<file path="src/sv/tlpq_pkg.sv">
// Shared types and constants for the two-class strict-priority queue.
package tlpq_pkg;

  localparam int QUEUE_DEPTH   = 16;
  localparam int PAYLOAD_WIDTH = 32;
  localparam int PTR_W         = (QUEUE_DEPTH > 1) ? $clog2(QUEUE_DEPTH) : 1;
  localparam int CNT_W         = $clog2(QUEUE_DEPTH + 1);
  localparam int CNT_OUT_W     = 5;
  localparam int STATUS_W      = 2;

  localparam int IN_DATA_W   = ((PAYLOAD_WIDTH + 7) / 8) * 8;
  localparam int IN_USER_W   = 2;
  localparam int OUT_DATA_W  = ((PAYLOAD_WIDTH + 2 * CNT_OUT_W + 7) / 8) * 8;
  localparam int OUT_USER_W  = STATUS_W + 1;

  localparam logic CMD_PUSH = 1'b0;
  localparam logic CMD_POP  = 1'b1;

  localparam logic PRIO_URGENT = 1'b0;
  localparam logic PRIO_NORMAL = 1'b1;

  typedef enum logic [STATUS_W-1:0] {
    ST_OK    = 2'd0,
    ST_FULL  = 2'd1,
    ST_EMPTY = 2'd2
  } status_e;

  typedef enum logic {
    CS_IDLE,
    CS_SEND
  } ctrl_state_e;

  // Commands from the controller to the datapath.
  typedef struct packed {
    logic    load;
    logic    push_urg;
    logic    push_norm;
    logic    pop_urg;
    logic    pop_norm;
    status_e status;
  } dp_cmd_t;

  // Queue status from the datapath to the controller.
  typedef struct packed {
    logic urg_empty;
    logic urg_full;
    logic norm_empty;
    logic norm_full;
  } dp_stat_t;

endpackage

</file>
<file path="src/sv/tlpq_ctrl.sv">
// Controller state machine: decodes commands and sequences the result handshake.
module tlpq_ctrl (
  input  logic               clk_i,
  input  logic               rst_ni,
  input  logic               in_valid_i,
  input  logic               command_i,
  input  logic               priority_req_i,
  input  logic               out_ready_i,
  input  tlpq_pkg::dp_stat_t stat_i,
  output logic               in_ready_o,
  output logic               out_valid_o,
  output tlpq_pkg::dp_cmd_t  cmd_o
);
  import tlpq_pkg::*;

  ctrl_state_e state_q, state_d;
  logic        accept;

  assign accept = (state_q == CS_IDLE) && in_valid_i;

  always_ff @(posedge clk_i or negedge rst_ni) begin
    if (!rst_ni) begin
      state_q <= CS_IDLE;
    end else begin
      state_q <= state_d;
    end
  end

  always_comb begin
    state_d = state_q;
    unique case (state_q)
      CS_IDLE: begin
        if (in_valid_i) state_d = CS_SEND;
      end
      CS_SEND: begin
        if (out_ready_i) state_d = CS_IDLE;
      end
      default: state_d = CS_IDLE;
    endcase
  end

  always_comb begin
    in_ready_o  = (state_q == CS_IDLE);
    out_valid_o = (state_q == CS_SEND);
    cmd_o        = '0;
    cmd_o.status = ST_OK;
    if (accept) begin
      cmd_o.load = 1'b1;
      if (command_i == CMD_PUSH) begin
        if (priority_req_i == PRIO_URGENT) begin
          if (stat_i.urg_full) cmd_o.status = ST_FULL;
          else                 cmd_o.push_urg = 1'b1;
        end else begin
          if (stat_i.norm_full) cmd_o.status = ST_FULL;
          else                  cmd_o.push_norm = 1'b1;
        end
      end else if (!stat_i.urg_empty) begin
        cmd_o.pop_urg = 1'b1;
      end else if (!stat_i.norm_empty) begin
        cmd_o.pop_norm = 1'b1;
      end else begin
        cmd_o.status = ST_EMPTY;
      end
    end
  end

  // A result is never offered in the same cycle as a new command is taken.
  a_one_in_flight: assert property (@(posedge clk_i) disable iff (!rst_ni)
    !(in_ready_o && out_valid_o))
    else $error("controller offers a result while accepting input");

  // Each accepted command leads to exactly one offered result next cycle.
  a_accept_then_send: assert property (@(posedge clk_i) disable iff (!rst_ni)
    accept |=> out_valid_o)
    else $error("accepted command did not produce a result");

  // At most one queue operation per command.
  a_one_op: assert property (@(posedge clk_i) disable iff (!rst_ni)
    $onehot0({cmd_o.push_urg, cmd_o.push_norm, cmd_o.pop_urg, cmd_o.pop_norm}))
    else $error("more than one queue operation issued");

endmodule

</file>
<file path="src/sv/tlpq_datapath.sv">
// Datapath: both queue memories, their pointers and fill counts, and the result register.
module tlpq_datapath (
  input  logic                                clk_i,
  input  logic                                rst_ni,
  input  tlpq_pkg::dp_cmd_t                   cmd_i,
  input  logic [tlpq_pkg::PAYLOAD_WIDTH-1:0]  payload_i,
  output tlpq_pkg::dp_stat_t                  stat_o,
  output tlpq_pkg::status_e                   status_o,
  output logic [tlpq_pkg::PAYLOAD_WIDTH-1:0]  popped_data_o,
  output logic                                from_urgent_o,
  output logic [tlpq_pkg::CNT_OUT_W-1:0]      urgent_count_o,
  output logic [tlpq_pkg::CNT_OUT_W-1:0]      normal_count_o
);
  import tlpq_pkg::*;

  logic [PAYLOAD_WIDTH-1:0] urg_mem  [QUEUE_DEPTH];
  logic [PAYLOAD_WIDTH-1:0] norm_mem [QUEUE_DEPTH];
  logic [PAYLOAD_WIDTH-1:0] urg_rd_q, norm_rd_q;

  logic [PTR_W-1:0] urg_head_q, urg_head_d, urg_tail_q, urg_tail_d;
  logic [PTR_W-1:0] norm_head_q, norm_head_d, norm_tail_q, norm_tail_d;
  logic [CNT_W-1:0] urg_fill_q, urg_fill_d, norm_fill_q, norm_fill_d;

  status_e status_q;
  logic    from_urgent_q, popped_q;

  function automatic logic [PTR_W-1:0] advance(input logic [PTR_W-1:0] p);
    return (p == PTR_W'(QUEUE_DEPTH - 1)) ? '0 : p + PTR_W'(1);
  endfunction

  assign stat_o.urg_empty  = (urg_fill_q == '0);
  assign stat_o.urg_full   = (urg_fill_q == CNT_W'(QUEUE_DEPTH));
  assign stat_o.norm_empty = (norm_fill_q == '0);
  assign stat_o.norm_full  = (norm_fill_q == CNT_W'(QUEUE_DEPTH));

  always_comb begin
    urg_head_d  = cmd_i.pop_urg   ? advance(urg_head_q)  : urg_head_q;
    urg_tail_d  = cmd_i.push_urg  ? advance(urg_tail_q)  : urg_tail_q;
    norm_head_d = cmd_i.pop_norm  ? advance(norm_head_q) : norm_head_q;
    norm_tail_d = cmd_i.push_norm ? advance(norm_tail_q) : norm_tail_q;
    urg_fill_d  = urg_fill_q;
    norm_fill_d = norm_fill_q;
    if (cmd_i.push_urg)  urg_fill_d  = urg_fill_q + CNT_W'(1);
    if (cmd_i.pop_urg)   urg_fill_d  = urg_fill_q - CNT_W'(1);
    if (cmd_i.push_norm) norm_fill_d = norm_fill_q + CNT_W'(1);
    if (cmd_i.pop_norm)  norm_fill_d = norm_fill_q - CNT_W'(1);
  end

  always_ff @(posedge clk_i or negedge rst_ni) begin
    if (!rst_ni) begin
      urg_head_q    <= '0;
      urg_tail_q    <= '0;
      urg_fill_q    <= '0;
      norm_head_q   <= '0;
      norm_tail_q   <= '0;
      norm_fill_q   <= '0;
      status_q      <= ST_OK;
      from_urgent_q <= 1'b0;
      popped_q      <= 1'b0;
    end else begin
      urg_head_q  <= urg_head_d;
      urg_tail_q  <= urg_tail_d;
      urg_fill_q  <= urg_fill_d;
      norm_head_q <= norm_head_d;
      norm_tail_q <= norm_tail_d;
      norm_fill_q <= norm_fill_d;
      if (cmd_i.load) begin
        status_q      <= cmd_i.status;
        from_urgent_q <= cmd_i.pop_urg;
        popped_q      <= cmd_i.pop_urg || cmd_i.pop_norm;
      end
    end
  end

  // Urgent queue memory.
  always_ff @(posedge clk_i) begin
    if (cmd_i.push_urg) urg_mem[urg_tail_q] <= payload_i;
    if (cmd_i.pop_urg)  urg_rd_q <= urg_mem[urg_head_q];
  end

  // Normal queue memory.
  always_ff @(posedge clk_i) begin
    if (cmd_i.push_norm) norm_mem[norm_tail_q] <= payload_i;
    if (cmd_i.pop_norm)  norm_rd_q <= norm_mem[norm_head_q];
  end

  assign status_o       = status_q;
  assign from_urgent_o  = from_urgent_q;
  assign popped_data_o  = !popped_q     ? '0 :
                          from_urgent_q ? urg_rd_q : norm_rd_q;
  assign urgent_count_o = CNT_OUT_W'(urg_fill_q);
  assign normal_count_o = CNT_OUT_W'(norm_fill_q);

  a_urg_bound: assert property (@(posedge clk_i) disable iff (!rst_ni)
    urg_fill_q <= CNT_W'(QUEUE_DEPTH) && norm_fill_q <= CNT_W'(QUEUE_DEPTH))
    else $error("queue fill count beyond depth");

  // The normal queue is served only while the urgent queue is empty.
  a_strict_prio: assert property (@(posedge clk_i) disable iff (!rst_ni)
    cmd_i.pop_norm |-> stat_o.urg_empty)
    else $error("normal entry popped while urgent entries wait");

  a_urg_pop_count: assert property (@(posedge clk_i) disable iff (!rst_ni)
    cmd_i.pop_urg |=> urg_fill_q == $past(urg_fill_q) - CNT_W'(1))
    else $error("urgent fill count did not drop after a pop");

  // An empty urgent queue has matching head and tail pointers.
  a_empty_ptrs: assert property (@(posedge clk_i) disable iff (!rst_ni)
    (urg_fill_q == '0) |-> (urg_head_q == urg_tail_q))
    else $error("urgent pointers disagree on an empty queue");

endmodule

</file>
<file path="src/sv/two_level_priority_queue.sv">
// Top level of the two-class strict-priority queue: stream ports, controller and datapath.
//
//   Channel   Direction  Signals              Contents
//   s_axis    in         tvalid/tready/tdata  tdata: payload; tuser: command, priority_req
//   m_axis    out        tvalid/tready/tdata  tdata: popped_data, counts; tuser: status, flag
//
// A command is taken and its result is offered from the next cycle on, through the
// single result register and the registered memory read; no new command is taken until
// that result is accepted. A stalled sink holds the result and blocks
// new commands. Reset clears pointers, fill counts and the controller; the queue
// memories are not cleared.
module two_level_priority_queue (
  input  logic                                 clk_i,
  input  logic                                 rst_ni,
  input  logic                                 s_axis_tvalid_i,
  output logic                                 s_axis_tready_o,
  // [PAYLOAD_WIDTH-1:0] payload, zero padding above
  input  logic [tlpq_pkg::IN_DATA_W-1:0]       s_axis_tdata_i,
  // [0] command, [1] priority_req
  input  logic [tlpq_pkg::IN_USER_W-1:0]       s_axis_tuser_i,
  output logic                                 m_axis_tvalid_o,
  input  logic                                 m_axis_tready_i,
  // popped_data, then urgent_count, then normal_count, zero padding above
  output logic [tlpq_pkg::OUT_DATA_W-1:0]      m_axis_tdata_o,
  // [1:0] status, [2] from_urgent
  output logic [tlpq_pkg::OUT_USER_W-1:0]      m_axis_tuser_o
);
  import tlpq_pkg::*;

  dp_cmd_t                  cmd;
  dp_stat_t                 stat;
  status_e                  status;
  logic [PAYLOAD_WIDTH-1:0] popped_data;
  logic                     from_urgent;
  logic [CNT_OUT_W-1:0]     urgent_count, normal_count;

  tlpq_ctrl u_ctrl (
    .clk_i          (clk_i),
    .rst_ni         (rst_ni),
    .in_valid_i     (s_axis_tvalid_i),
    .command_i      (s_axis_tuser_i[0]),
    .priority_req_i (s_axis_tuser_i[1]),
    .out_ready_i    (m_axis_tready_i),
    .stat_i         (stat),
    .in_ready_o     (s_axis_tready_o),
    .out_valid_o    (m_axis_tvalid_o),
    .cmd_o          (cmd)
  );

  tlpq_datapath u_datapath (
    .clk_i          (clk_i),
    .rst_ni         (rst_ni),
    .cmd_i          (cmd),
    .payload_i      (s_axis_tdata_i[PAYLOAD_WIDTH-1:0]),
    .stat_o         (stat),
    .status_o       (status),
    .popped_data_o  (popped_data),
    .from_urgent_o  (from_urgent),
    .urgent_count_o (urgent_count),
    .normal_count_o (normal_count)
  );

  assign m_axis_tdata_o = OUT_DATA_W'({normal_count, urgent_count, popped_data});
  assign m_axis_tuser_o = {from_urgent, status};

endmodule

</file>
<file path="config.mk">
export PLATFORM = sky130hd
export DESIGN_NAME = two_level_priority_queue
export DESIGN_NICKNAME = d
export VERILOG_FILES = /design/src/sv/tlpq_pkg.sv /design/src/sv/tlpq_ctrl.sv /design/src/sv/tlpq_datapath.sv /design/src/sv/two_level_priority_queue.sv
export SDC_FILE = /design/constraint.sdc
export NUM_CORES = 1
export LEC_CHECK = 0
export ABC_AREA = 0
export BUFFER_PORTS_ARGS = -buffer_cell sky130_fd_sc_hd__buf_2
export CAP_MARGIN = 0
export CELL_PAD_IN_SITES_DETAIL_PLACEMENT = 1
export CELL_PAD_IN_SITES_GLOBAL_PLACEMENT = 1
export CORE_ASPECT_RATIO = 1.5
export CORE_MARGIN = 1
export CORE_UTILIZATION = 55
export DETAILED_ROUTE_END_ITERATION = 10
export PLACE_DENSITY_LB_ADDON = 0.1
export SYNTH_ARGS = -nofsm -noshare
export SYNTH_HDL_FRONTEND = slang
export SYNTH_HIERARCHICAL = 1
export SYNTH_SLANG_ARGS = --single-unit
</file>
<file path="constraint.sdc">
create_clock -name clk_i -period 6.44 [get_ports clk_i]
set_clock_uncertainty 0.1 [all_clocks]
set_input_delay 0.322 -clock clk_i [delete_from_list [all_inputs] [get_ports clk_i]]
set_output_delay 0.322 -clock clk_i [all_outputs]
set_load 0.1 [all_outputs]
</file>
Yosys cells after proc, flatten, opt, wreduce, memory -nomap -nowiden
Memory sizes are Yosys's and may differ from the RTL's. A register that Yosys moved wholly into a read port is not among the register bits.
Cells that the tools add are included.
{ "word_totals": {"ff_bits": 31, "ramBits": 1024, "inputBits": 38, "out_inout_bits": 53, "elab_cells": 65, "memories": 2} }
{ "op_classes": {"n_addsub": 8, "n_eq_ne": 6, "n_mux": 32, "bitwise": 1, "reduce_logical": 6} }
{ "mem_list": {"columns": ["memory", "words", "width", "read_ports", "rd_clocked_by_memory_dff", "write_ports", "line_no", "source"], "rows": [
  ["u_datapath.norm_mem", 16, 32, 1, 1, 1, "tlpq_datapath.sv:17", "logic [PAYLOAD_WIDTH-1:0] norm_mem [QUEUE_DEPTH];"],
  ["u_datapath.urg_mem", 16, 32, 1, 1, 1, "tlpq_datapath.sv:16", "logic [PAYLOAD_WIDTH-1:0] urg_mem [QUEUE_DEPTH];"]
]} }
{ "ops": {"columns": ["op", "count"], "rows": [
  ["$mux W32", 2],
  ["$mux W5", 4],
  ["$add A4 B1 Y4 const B", 4],
  ["$eq A4 B4 Y1 const B", 4],
  ["$mux W4", 4],
  ["$mux W1", 14],
  ["$add A5 B1 Y5 const B", 2],
  ["$eq A5 B5 Y1 const B", 2],
  ["$logic_not A5 Y1", 2],
  ["$mux W2", 5],
  ["$sub A5 B1 Y5 const B", 2],
  ["$mux W7", 1],
  ["$reduce_bool A2 Y1", 2],
  ["$mux W3", 1],
  ["$pmux W1 S2", 1],
  ["$logic_and A1 B1 Y1", 1],
  ["$logic_or A1 B1 Y1", 1],
  ["$not A1 Y1", 1]
]} }

Logic depth before layout (Yosys ltp)
Gate-level depths: netlist (run 1).
{ "logic_depth": {"word_depth": 7, "ltp_mapped": 11, "mapped_depth_nobuf": 10} }

Cells and area by module
Netlist (run 1), hierarchy kept.
{ "modules_own_cells": {"columns": ["mod", "instances", "cells_each", "area_each_um2"], "rows": [
  ["tlpq_datapath", 1, 1917, 42563.3],
  ["tlpq_ctrl", 1, 16, 116.4],
  ["two_level_priority_queue", 1, 8, 56.3]
]} }

Worst setup path before layout (run 1)
OpenSTA, ideal clock, no wires.
{ "synth_timing": {"path_type": "reg-to-reg", "startpoint": "register u_datapath.urg_fill_q[1], in the netlist u_datapath/urgent_count_o[1]", "endpoint": "register u_datapath.urg_fill_q[4], in the netlist u_datapath/urgent_count_o[4]", "setup_time_ns": 0.159, "arrival_ns": 5.384, "required_ns": 6.181, "path_slack_ns": 0.797, "stages_incl_launch_ff": 11, "n_path_buf": 1, "period_less_slack_ns": 5.643, "cell_sequence": "dfrtp_1 -> nor4_1 -> nor2b_1 -> nor3b_1 -> clkbuf_1 -> inv_2 -> fa_1 -> nor2b_1 -> o21ai_0 -> a31oi_1 -> xnor2_1"} }
{ "synth_lines": {"columns": ["item", "line_no", "source"], "rows": [
  ["start, declared", "tlpq_datapath.sv:22", "logic [CNT_W-1:0] urg_fill_q, urg_fill_d, norm_fill_q, norm_fill_d;"],
  ["start signal, assigned", "tlpq_datapath.sv:63", "urg_fill_q <= urg_fill_d;"]
]} }

Worst setup path after layout (run 1)
{ "layout_timing": {"startpoint": "register u_datapath.from_urgent_q, in the netlist u_datapath/from_urgent_o", "endpoint": "output port m_axis_tdata_o[30] (netlist name)"} }
{ "layout_between": {"elab_chain_cells": 2} }
{ "layout_lines": {"columns": ["item", "line_no", "source"], "rows": [
  ["start, declared", "tlpq_datapath.sv:25", "logic from_urgent_q, popped_q;"],
  ["start signal, assigned", "tlpq_datapath.sv:69", "from_urgent_q <= cmd_i.pop_urg;"],
  ["$mux W32", "tlpq_datapath.sv:90", "from_urgent_q ? urg_rd_q : norm_rd_q;"],
  ["$mux W32", "tlpq_datapath.sv:89", "assign popped_data_o = !popped_q ? '0 :"],
  ["end, declared", "two_level_priority_queue.sv:24", "output logic [tlpq_pkg::OUT_DATA_W-1:0] m_axis_tdata_o,"]
]} }
No other way between the ends.

==> metrics.cfg, run 1 <==
[setup_path]
r2r_slack_ps = 3200
worstPathRequired_ps = 6020
endpoint_kind = primary output
path_class = reg -> out
worstPathArrival_ps = 3010
critPathLaunchType = flop
cp_max_fo = 19

[grt]
grt_overflow = 0
grtUsageTotal_pct = 27.5
grt_pass1_wl_mm = 152
grt_start_max_net_pins = 84
grt_pass1_vias = 21900
grt_antenna_before_repair = 3

[power]
leakagePower_uw = 0.0151
power_density_mw_per_mm2 = 392
vdd_drop_max_v = 0.000325
power.total_uw = 18800

[route]
vias = 20400
drt_pass1_iterations = 5
vias_per_cell = 6.43
wirelength_mm = 106
drt_iter0_drc = 2003
wl_per_cell_microns = 33.4
drc_errors = 0
drt.antenna.violating_nets = 0

[floorplanning]
ioPinCount = 91
core_sq_mm = 0.0765
start_util_pct = 55.9
num_rows = 124
die_y_microns = 343
die_width_microns = 230
die_area_sq_mm = 0.0788

[clock_tree]
cts_tree = done
clk_pin_slew_ps = 60
cts_sinks = 1119
clockBufferDepth = 3
cts_setup_buffers = 0
cts_made_buffers = 100
clockRootBuffer = clkbuf_16
insertion_delay_ps = 690
cts_htree_levels = 3

[synth]
synth-main-ff-cell = edfxtp_1
synth-edff-count = 1088
synthTopCellsByArea = edfxtp_1 (76%), mux4_2 (13%), a22oi_1 (2.2%)
synth_area_sq_mm = 0.0427
yosysWarningCount = 6
yosysUniqueCellTypes = 37
ys_ff_latch = 1119
async_flop_share_pct = 2.77
yosysTopAreaCell = edfxtp_1
synth_top_cell_area_share_pct = 76.4
syn_avg_cell_area_sq_um = 22.0
ys_seq_area_share_pct = 78.3
synth_cells = 1941

[sta]
worst_pin_slew_ps = 1130
fin_tns_setup_ps = 0
hold_violations = 0
fmax_mhz = 292
slew_viol_final = 0
setup_viol = 0
fin_crit_sh_pct = 53.2
relSlewSlack_pct = 24.5
rsz0062_at_grt = false
timing.final.crit_period_ps = 3430

[place]
io_buffers = 84
hpwl_mm = 56.4
gp_congestion = 0.794

[finish]
layout-drive-gt1-share_pct = 27.6
nets = 2133
area_growth_pct = 12.1
diodes = 0
fillCellCount = 6125

[run_status]
status = completed

[worst_hold_path]
hold_path_class = in -> reg

[flow_run]
maxCapViolCount = 0

==> path summary, 6_finish.rpt <==
| path | startpoint | end | cells after the start |
|---|---|---|---|
| worst max register to register | u_datapath/urgent_count_o[0] | u_datapath/normal_count_o[4] | 10 |
| worst max-delay path | u_datapath/from_urgent_o | m_axis_tdata_o[30] | 4 |
| worst min-delay path | s_axis_tvalid_i | u_ctrl/out_valid_o | 3 |
| worst min register to register | u_datapath/urgent_count_o[4] | u_datapath/urgent_count_o[4] | 1 |
| min in group asynchronous | rst_ni | u_datapath/norm_tail_q[2] | 2 |
| max in group asynchronous | rst_ni | u_datapath/norm_head_q[0] | 2 |
==> critical path, cell delays in order, from the launching register on <==
cell and delay, ps:
dfrtp_2 770, buf_4 570, mux2i_1 290, nor2b_1 200
buf_2 470
==> cells by family after synthesis <==
family / Yosys count / synth area share (%)
and+or+nand+nor: 199 / 2.16
buffers and inverters: 130 / 1.56
adders and majority gates: 18 / 0.562
AOI/OAI and AO/OA: 166 / 2.75
other: 1 / 0.00877
DFF: 1119 / 78.3
xor gates and xnor gates: 12 / 0.246
muxes: 296 / 14.4
==> stage by stage <==
step / util (%) / worst slack, ps / cell area [sq um] / std cells / hold slack, ps
after floorplan: - / 797 / 42800 / 1946 / -73.6
after global placement: 58.3 / 3300 / 44600 / 2979 / 369
after detailed placement: 58.3 / 3220 / 44600 / 2979 / 372
after CTS: 62.6 / 2960 / 47900 / 3171 / 0.293
after global routing: 62.6 / 2900 / 47900 / 3171 / 51.4
final: 62.6 / 3010 / 47900 / 3171 / 22.4
==> final cells by class <==
type / count / area (sq um) / share of cell area, %
Clock inverter: 63 / 682 / 1.42
Timing Repair Buffer: 143 / 898 / 1.88
Sequential cell: 1119 / 33500 / 69.8
Inverter: 16 / 60.1 / 0.125
Tap cell: 1008 / 1260 / 2.63
Clock buffer: 125 / 2620 / 5.46
Multi-Input combinational cell: 697 / 8930 / 18.6
==> synthesized netlist by cell type (all sizes together) (9+ instances only) <==
| master | number |
|---|---|
| nand2b | 9 |
| nor2b | 39 |
| mux2i | 33 |
| inv | 16 |
| nand2 | 93 |
| ha | 16 |
| a22oi | 128 |
| clkbuf | 58 |
| buf | 56 |
| mux4 | 256 |
| dfrtp | 31 |
| nor2 | 33 |
| nor3 | 9 |
| o21ai | 21 |
| edfxtp | 1088 |
==> sequential cells by signal (all words and copies together), names as in the netlist, 2 cells and up <==
| register | cells |
|---|---|
| u_datapath/urg_mem | 512 |
| u_datapath/norm_rd_q | 32 |
| u_datapath/norm_head_q | 4 |
| u_datapath/urg_tail_q | 4 |
| u_datapath/urg_head_q | 4 |
| u_datapath/normal_count_o | 5 |
| u_datapath/norm_tail_q | 4 |
| u_datapath/urgent_count_o | 5 |
| u_datapath/status_o | 2 |
| u_datapath/norm_mem | 512 |
| u_datapath/urg_rd_q | 32 |
==> what timing repair did <==
item | 4_1_cts | 5_1_grt
resized for setup | 0 | 0
hold endpoints to repair | 80 | 0
hold buffers | 4 | 0
endpoints found under the setup margin | 0 | 0
==> where the power goes <==
| part | leakage (uW) | internal (uW) | switching [uW] |
|---|---|---|---|
| Sequential | 0.0102 | 8290 | 331 |
| Clock | 0.00161 | 3390 | 2640 |
| Combinational | 0.00336 | 1730 | 2410 |
==> cells in the final DEF, fill, tap and decap left out, drive strengths merged, types with 3 or more instances in the layout <==
| cell | instances |
|---|---|
| edfxtp | 1088 |
| mux4 | 256 |
| buf | 139 |
| a22oi | 128 |
| clkbuf | 125 |
| nand2 | 93 |
| clkinv | 46 |
| nor2b | 39 |
| mux2i | 33 |
| nor2 | 33 |
| dfrtp | 31 |
| o21ai | 21 |
| inv | 19 |
| ha | 16 |
| bufinv | 12 |
| nand2b | 9 |
| nor3 | 9 |
| xnor2 | 8 |
| a21oi | 8 |
| mux2 | 7 |
| conb | 6 |
| nand3 | 6 |
| dlygate4sd3 | 4 |
| xor2 | 4 |
| a31oi | 3 |
| and2 | 3 |
==> metal layers <==
layer	track usage, %	routed length [microns]	vias up
met5	0	24	-
met4	8.96	3050	4
met3	4.20	6640	196
met2	48.4	55900	848
met1	35.4	40100	11000
li1	-	-	8339
Power figures use the tool's default switching activity.
==> run 2: changes to the inputs <==
==> constraint.sdc (replaced) <==
create_clock -name clk_i -period 3.5 [get_ports clk_i]
set_clock_uncertainty 0.1 [all_clocks]
set_input_delay 0.175 -clock clk_i [delete_from_list [all_inputs] [get_ports clk_i]]
set_output_delay 0.175 -clock clk_i [all_outputs]
set_load 0.1 [all_outputs]
==> metrics.cfg, run 2 (synthesis results as in run 1) <==
[run_status]
status = completed  ; unchanged

[sta]
relSlewSlack_pct = 37.9  ; was 24.5%
fmax_mhz = 330
timing.final.crit_period_ps = 3030
setup_ws_ps = 473  ; was 3010 ps
fin_tns_setup_ps = 0  ; unchanged
setup_viol = 0  ; unchanged
hold_violations = 0  ; unchanged
worst_pin_slew_ps = 931  ; was 1130 ps
fin_hold_ws_ps = 25.7  ; was 22.4 ps
slew_viol_final = 0  ; unchanged
fin_crit_sh_pct = 86.5
rsz0062_at_grt = false  ; unchanged

[floorplanning]
ioPinCount = 91  ; unchanged
die_area_sq_mm = 0.0788  ; unchanged
num_rows = 124  ; unchanged
die_y_microns = 343  ; unchanged
start_util_pct = 55.9  ; unchanged
die_width_microns = 230  ; unchanged
core_sq_mm = 0.0765  ; unchanged

[power]
power_density_mw_per_mm2 = 731  ; was 392 mW/mm^2
leakagePower_uw = 0.0156  ; was 0.0151 uW
seqPwrFrac_pct = 44.4  ; was 45.9%
swShare_pct = 29.3  ; was 28.6%
power.internal_uw = 25300  ; was 13400 uW
p_switching_uw = 10500  ; was 5380 uW
vdd_drop_max_v = 0.000546  ; was 0.000325 V
power_frac_clock_pct = 31.4  ; was 32.1%
combPwrFrac_pct = 24.2  ; was 22.0%

[place]
dp_slack_ps = 520  ; was 3220 ps
hpwl_mm = 67.5  ; was 56.4 mm
io_buffers = 84  ; unchanged
gp_congestion = 0.808  ; was 0.794

[setup_path]
path_class = reg -> reg  ; was reg -> out
worstPathRequired_ps = 3990  ; was 6020 ps
r2r_slack_ps = 470  ; was 3200 ps
worstPathArrival_ps = 3520  ; was 3010 ps
endpoint_kind = flop  ; was primary output
cp_max_fo = 12  ; was 19
critPathLaunchType = flop  ; unchanged

[clock_tree]
clockBufferDepth = 3  ; unchanged
clockRootBuffer = clkbuf_16  ; unchanged
cts_sinks = 1119  ; unchanged
cts_tree = done  ; unchanged
cts_made_buffers = 101  ; was 100
clk_pin_slew_ps = 70  ; was 60 ps
postCtsResizedCells = 0  ; unchanged
insertion_delay_ps = 660  ; was 690 ps
cts_htree_levels = 3  ; unchanged

[grt]
grt_antenna_before_repair = 3  ; unchanged
grt_overflow = 0  ; unchanged
grt_start_max_net_pins = 60  ; was 84
grt_pass1_vias = 22300  ; was 21900
grtUsageTotal_pct = 28.7  ; was 27.5%
grt_pass1_wl_mm = 157  ; was 152 mm

[finish]
largestRegisters = u_datapath/norm_mem: 512 flops, u_datapath/urg_mem: 512 flops  ; unchanged
fillCellCount = 6079  ; was 6125
nets = 2202  ; was 2133
layout-drive-gt1-share_pct = 29.9  ; was 27.6%
final_cell_mix = edfxtp_1 (1088), mux4_2 (256), a22oi_1 (128)  ; unchanged
area_growth_pct = 14.7  ; was 12.1%
layout_commonest_cell = edfxtp_1  ; unchanged

[route]
drt_pass1_iterations = 6  ; was 5
vias = 20500  ; was 20400
drt_iter0_drc = 1856  ; was 2003
wirelength_mm = 110  ; was 106 mm
wl_per_cell_microns = 34.0  ; was 33.4 microns
drt.antenna.violating_nets = 0  ; unchanged
drc_errors = 0  ; unchanged
vias_per_cell = 6.33  ; was 6.43

[flow_run]
maxCapViolCount = 0  ; unchanged

[worst_hold_path]
hold_path_class = in -> reg  ; unchanged

run 2: cell count changes in the layout (fill, tap and decap cells not counted), moves of 4 or more:
cell | before | now
dlygate4sd3_1 | 4 | 24
diode_2 | 0 | 6
dfrtp_2 | 1 | 5
dfrtp_1 | 26 | 19
buf_12 | 2 | 34
clkbuf_1 | 24 | 13
nor3_4 | 0 | 7
buf_4 | 53 | 69
clkinvlp_4 | 2 | 8
nor3_2 | 7 | 0
run 2: metrics by stage:
step | instances | cell area, sq um | power (uW) | util (%)
floorplan | 1946 | 42900 | 22000 | -
global placement | 3027 | 45400 | 24700 | 59.4
detailed placement | 3027 | 45400 | 24900 | 59.4
CTS | 3237 | 49000 | 36100 | 64.1
global route | 3238 | 49000 | 36900 | 64.1
finish | 3243 | 49000 | 35800 | 64.1
run 2: cell type report:
type,instances,area (sq um),area share [%]
inverters,16,60.1,0.122
diodes,6,15.0,0.0306
repair buffers,211,1860,3.79
flip-flops and latches,1119,33500,68.3
clock buffers,116,2630,5.36
clock inverters,70,739,1.51
multi-input cells,697,9000,18.3
well taps,1008,1260,2.57
run 2: metal layers:
metal | GRT usage, % | vias up | wire, microns
li1 | - | 8475 | -
met1 | 34.5 | 11300 | 40600
met2 | 53.7 | 642 | 61600
met3 | 3.32 | 150 | 4660
met4 | 9.42 | 0 | 3230
met5 | 0 | - | 0
run 2: worst max-delay path: stages, from the launching register on:
cell and delay (ps):
dfrtp_4 500, nor4_2 340, nor2b_4 260, nand2_2 100, nor3_4 500, ha_1 360, nor2b_1 170, o311a_1 290
a31oi_1 200, xnor2_1 140
run 2: final timing paths:
kind | from | end | cells after the start
max | u_datapath/urgent_count_o[2] | u_datapath/normal_count_o[4] | 9
min | s_axis_tdata_i[24] | u_datapath/urg_mem[1][24] | 1
max reg2reg | u_datapath/urgent_count_o[2] | u_datapath/normal_count_o[4] | 9
min reg2reg | u_datapath/status_o[1] | u_datapath/status_o[1] | 1
max in group asynchronous | rst_ni | u_datapath/urg_head_q[0] | 2
min in group asynchronous | rst_ni | u_datapath/norm_tail_q[3] | 2
run 2: what timing repair did:
action                    in CTS  in global routing
hold buffers                  24                  0
setup buffers                  0                  0
hold endpoints to repair     510                  0
run 2: power groups by stage:
stage | Sequential (uW) | Clock [uW] | Combinational [uW]
final | 15900 | 11300 | 8660
after CTS | 15900 | 11400 | 8790
after global placement | 16100 | 0 | 8530
after floorplan | 16100 | 0 | 5890
after global routing | 15900 | 11800 | 9120
after detailed placement | 16200 | 0 | 8700
==> run 3: changes to the inputs <==
--- a/config.mk
+++ b/config.mk
@@ -15,6 +15,7 @@
 export CORE_UTILIZATION = 55
 export DETAILED_ROUTE_END_ITERATION = 10
 export PLACE_DENSITY_LB_ADDON = 0.1
+export SLEW_MARGIN = 10
 export SYNTH_ARGS = -nofsm -noshare
 export SYNTH_HDL_FRONTEND = slang
 export SYNTH_HIERARCHICAL = 1
==> constraint.sdc (replaced) <==
create_clock -name clk_i -period 3.5 [get_ports clk_i]
set_clock_uncertainty 0.1 [all_clocks]
set_input_delay 0 -clock clk_i [delete_from_list [all_inputs] [get_ports clk_i]]
set_output_delay 0 -clock clk_i [all_outputs]
set_load 0.1 [all_outputs]
==> metrics.cfg, run 3 (synthesis results as in run 1) <==
[worst_hold_path]
hold_path_class = in -> async  ; was in -> reg

[grt]
grtUsageTotal_pct = 28.5  ; was 28.7%
grt_overflow = 0  ; unchanged
grt_pass1_wl_mm = 157  ; about the same
grt_antenna_before_repair = 5  ; was 3
grt_pass1_vias = 22300  ; about the same
grt_start_max_net_pins = 63  ; was 60

[finish]
largestRegisters = u_datapath/norm_mem: 512 flops, u_datapath/urg_mem: 512 flops  ; unchanged
nets = 2211  ; was 2202
area_growth_pct = 15.3  ; was 14.7%
layout-drive-gt1-share_pct = 29.3  ; was 29.9%
fillCellCount = 6056  ; was 6079
layout_commonest_cell = edfxtp_1  ; unchanged
utilization_pct = 64.4  ; was 64.1%
final_cell_mix = edfxtp_1 (1088), mux4_2 (256), a22oi_1 (128)  ; unchanged
final_cells = 3251  ; was 3243

[sta]
slew_viol_final = 0  ; unchanged
fin_crit_sh_pct = 92.3  ; was 86.5%
hold_violations = 0  ; unchanged
fin_hold_ws_ps = 258  ; was 25.7 ps
timing.final.crit_period_ps = 3230  ; was 3030 ps
setup_viol = 0  ; unchanged
fmax_mhz = 309  ; was 330 MHz
rsz0062_at_grt = false  ; unchanged
worst_pin_slew_ps = 1190  ; was 931 ps
relSlewSlack_pct = 20.7  ; was 37.9%

[route]
wl_met3_mm = 5.57  ; was 4.66 mm
wl_per_cell_microns = 33.8  ; was 34.0 microns
top_layer = met4  ; unchanged
wirelength_mm = 110  ; about the same
drt.antenna.violating_nets = 0  ; unchanged
wl_met2_mm = 59.9  ; was 61.6 mm
vias_per_cell = 6.31  ; was 6.33
wl_met1_mm = 39.4  ; was 40.6 mm
vias = 20500  ; about the same
drc_errors = 0  ; unchanged
drt_iter0_drc = 1764  ; was 1856
drt_pass1_iterations = 5  ; was 6

[setup_path]
worstSetupEndpoint = u_datapath/normal_count_o[4]  ; unchanged
worstPathArrival_ps = 3730  ; was 3520 ps
cp_max_fo = 6  ; was 12
r2r_slack_ps = 270  ; was 470 ps
worstPathRequired_ps = 4000  ; was 3990 ps
reg2reg_to = u_datapath/normal_count_o[4]  ; unchanged
critPathLaunchType = flop  ; unchanged
endpoint_kind = flop  ; unchanged
ff2ff_path_depth = 11  ; was 9
path_class = reg -> reg  ; unchanged
cp-startpoint = u_datapath/urgent_count_o[2]  ; unchanged
r2r_start = u_datapath/urgent_count_o[2]  ; unchanged

[place]
hpwl_mm = 67.6  ; was 67.5 mm
io_buffers = 84  ; unchanged
placedCellCount = 3017  ; was 3027
gp_congestion = 0.829  ; was 0.808

[clock_tree]
clockBufferDepth = 3  ; unchanged
clockRootBuffer = clkbuf_16  ; unchanged
clk_pin_slew_ps = 60  ; was 70 ps
cts_tree = done  ; unchanged
insertion_delay_ps = 680  ; was 660 ps
cts_made_buffers = 100  ; was 101
cts_sinks = 1119  ; unchanged
cts_htree_levels = 3  ; unchanged
postCtsResizedCells = 0  ; unchanged

[power]
power.internal_uw = 25600  ; was 25300 uW
combPwrFrac_pct = 23.6  ; was 24.2%
power_frac_clock_pct = 32.5  ; was 31.4%
leakagePower_uw = 0.0157  ; was 0.0156 uW
swShare_pct = 29.0  ; was 29.3%
p_switching_uw = 10400  ; was 10500 uW
power_density_mw_per_mm2 = 732  ; was 731 mW/mm^2
seqPwrFrac_pct = 43.9  ; was 44.4%
vdd_drop_max_v = 0.000518  ; was 0.000546 V

[floorplanning]
die_area_sq_mm = 0.0788  ; unchanged
start_util_pct = 55.9  ; unchanged
ioPinCount = 91  ; unchanged
core_sq_mm = 0.0765  ; unchanged
die_width_microns = 230  ; unchanged
num_rows = 124  ; unchanged
die_y_microns = 343  ; unchanged

[run_status]
status = completed  ; unchanged

[flow_run]
maxCapViolCount = 0  ; unchanged

-- run 3: cell types whose count changed in the layout (fill, tap and decap cells not counted), sizes merged --
cell | previous run | this run
dlygate4sd3 | 24 | 43
buf | 187 | 178
bufinv | 14 | 19
diode | 6 | 2
clkbuf | 116 | 115
clkinvlp | 8 | 7
inv | 19 | 18
-- run 3: final cells by class --
type / instances / area [sq um] / area share, %
clock buffers: 115 / 2650 / 5.38
flip-flops and latches: 1119 / 33500 / 67.9
inverters: 16 / 60.1 / 0.122
clock inverters: 73 / 865 / 1.75
diodes: 2 / 5.00 / 0.0102
well taps: 1008 / 1260 / 2.56
multi-input cells: 697 / 9000 / 18.3
repair buffers: 221 / 1970 / 4.00
-- run 3: timing repair --
| item | 4_1_cts | 5_1_grt |
|---|---|---|
| setup buffers | 0 | 0 |
| setup endpoints to repair | 0 | 1 |
| endpoints found under the hold margin | 1087 | 0 |
| hold buffers | 44 | 0 |
-- run 3: worst min path at each step --
stage	from	to	slack (ps)
floorplan	rst_ni	u_ctrl/out_valid_o	-400
global placement	rst_ni	u_datapath/norm_head_q[2]	40
detailed placement	rst_ni	u_datapath/norm_head_q[0]	60
CTS	rst_ni	u_datapath/norm_head_q[1]	240
global route	rst_ni	u_datapath/norm_head_q[3]	310
finish	rst_ni	u_datapath/norm_head_q[3]	260
-- run 3: stage by stage --
step / setup slack [ps] / TNS (ps) / instance area (sq um) / total power (uW)
floorplan: -400 / -141210 / 42900 / 22000
global placement: 563 / 0 / 45300 / 24500
detailed placement: 575 / 0 / 45300 / 24700
CTS: 160 / 0 / 49300 / 36400
global route: 66.3 / 0 / 49300 / 37100
finish: 268 / 0 / 49300 / 36100
-- run 3: power groups by stage --
stage	clock [uW]	sequential (uW)	combinational [uW]
floorplan	0	16100	5890
global placement	0	16100	8410
detailed placement	0	16100	8550
CTS	11900	15800	8650
global route	12300	15900	8940
finish	11700	15800	8510
-- run 3: per-layer routing --
metal / track usage, % / vias up
li1: - / 8505
met1: 33.9 / 11100
met2: 52.0 / 732
met3: 3.59 / 206
met4: 12.8 / 0
met5: 0 / -
-- run 3: worst max-delay path, stage by stage, from the launching register on --
cell           delay (ps)
dfrtp_4               490
nor4_2                340
nor2b_4               240
nand2_2                90
nor3_4                230
dlygate4sd3_1         620
inv_2                  60
fa_2                  350
nor2b_1               180
o21ai_1                90
a31oi_1               220
xnor2_1               140
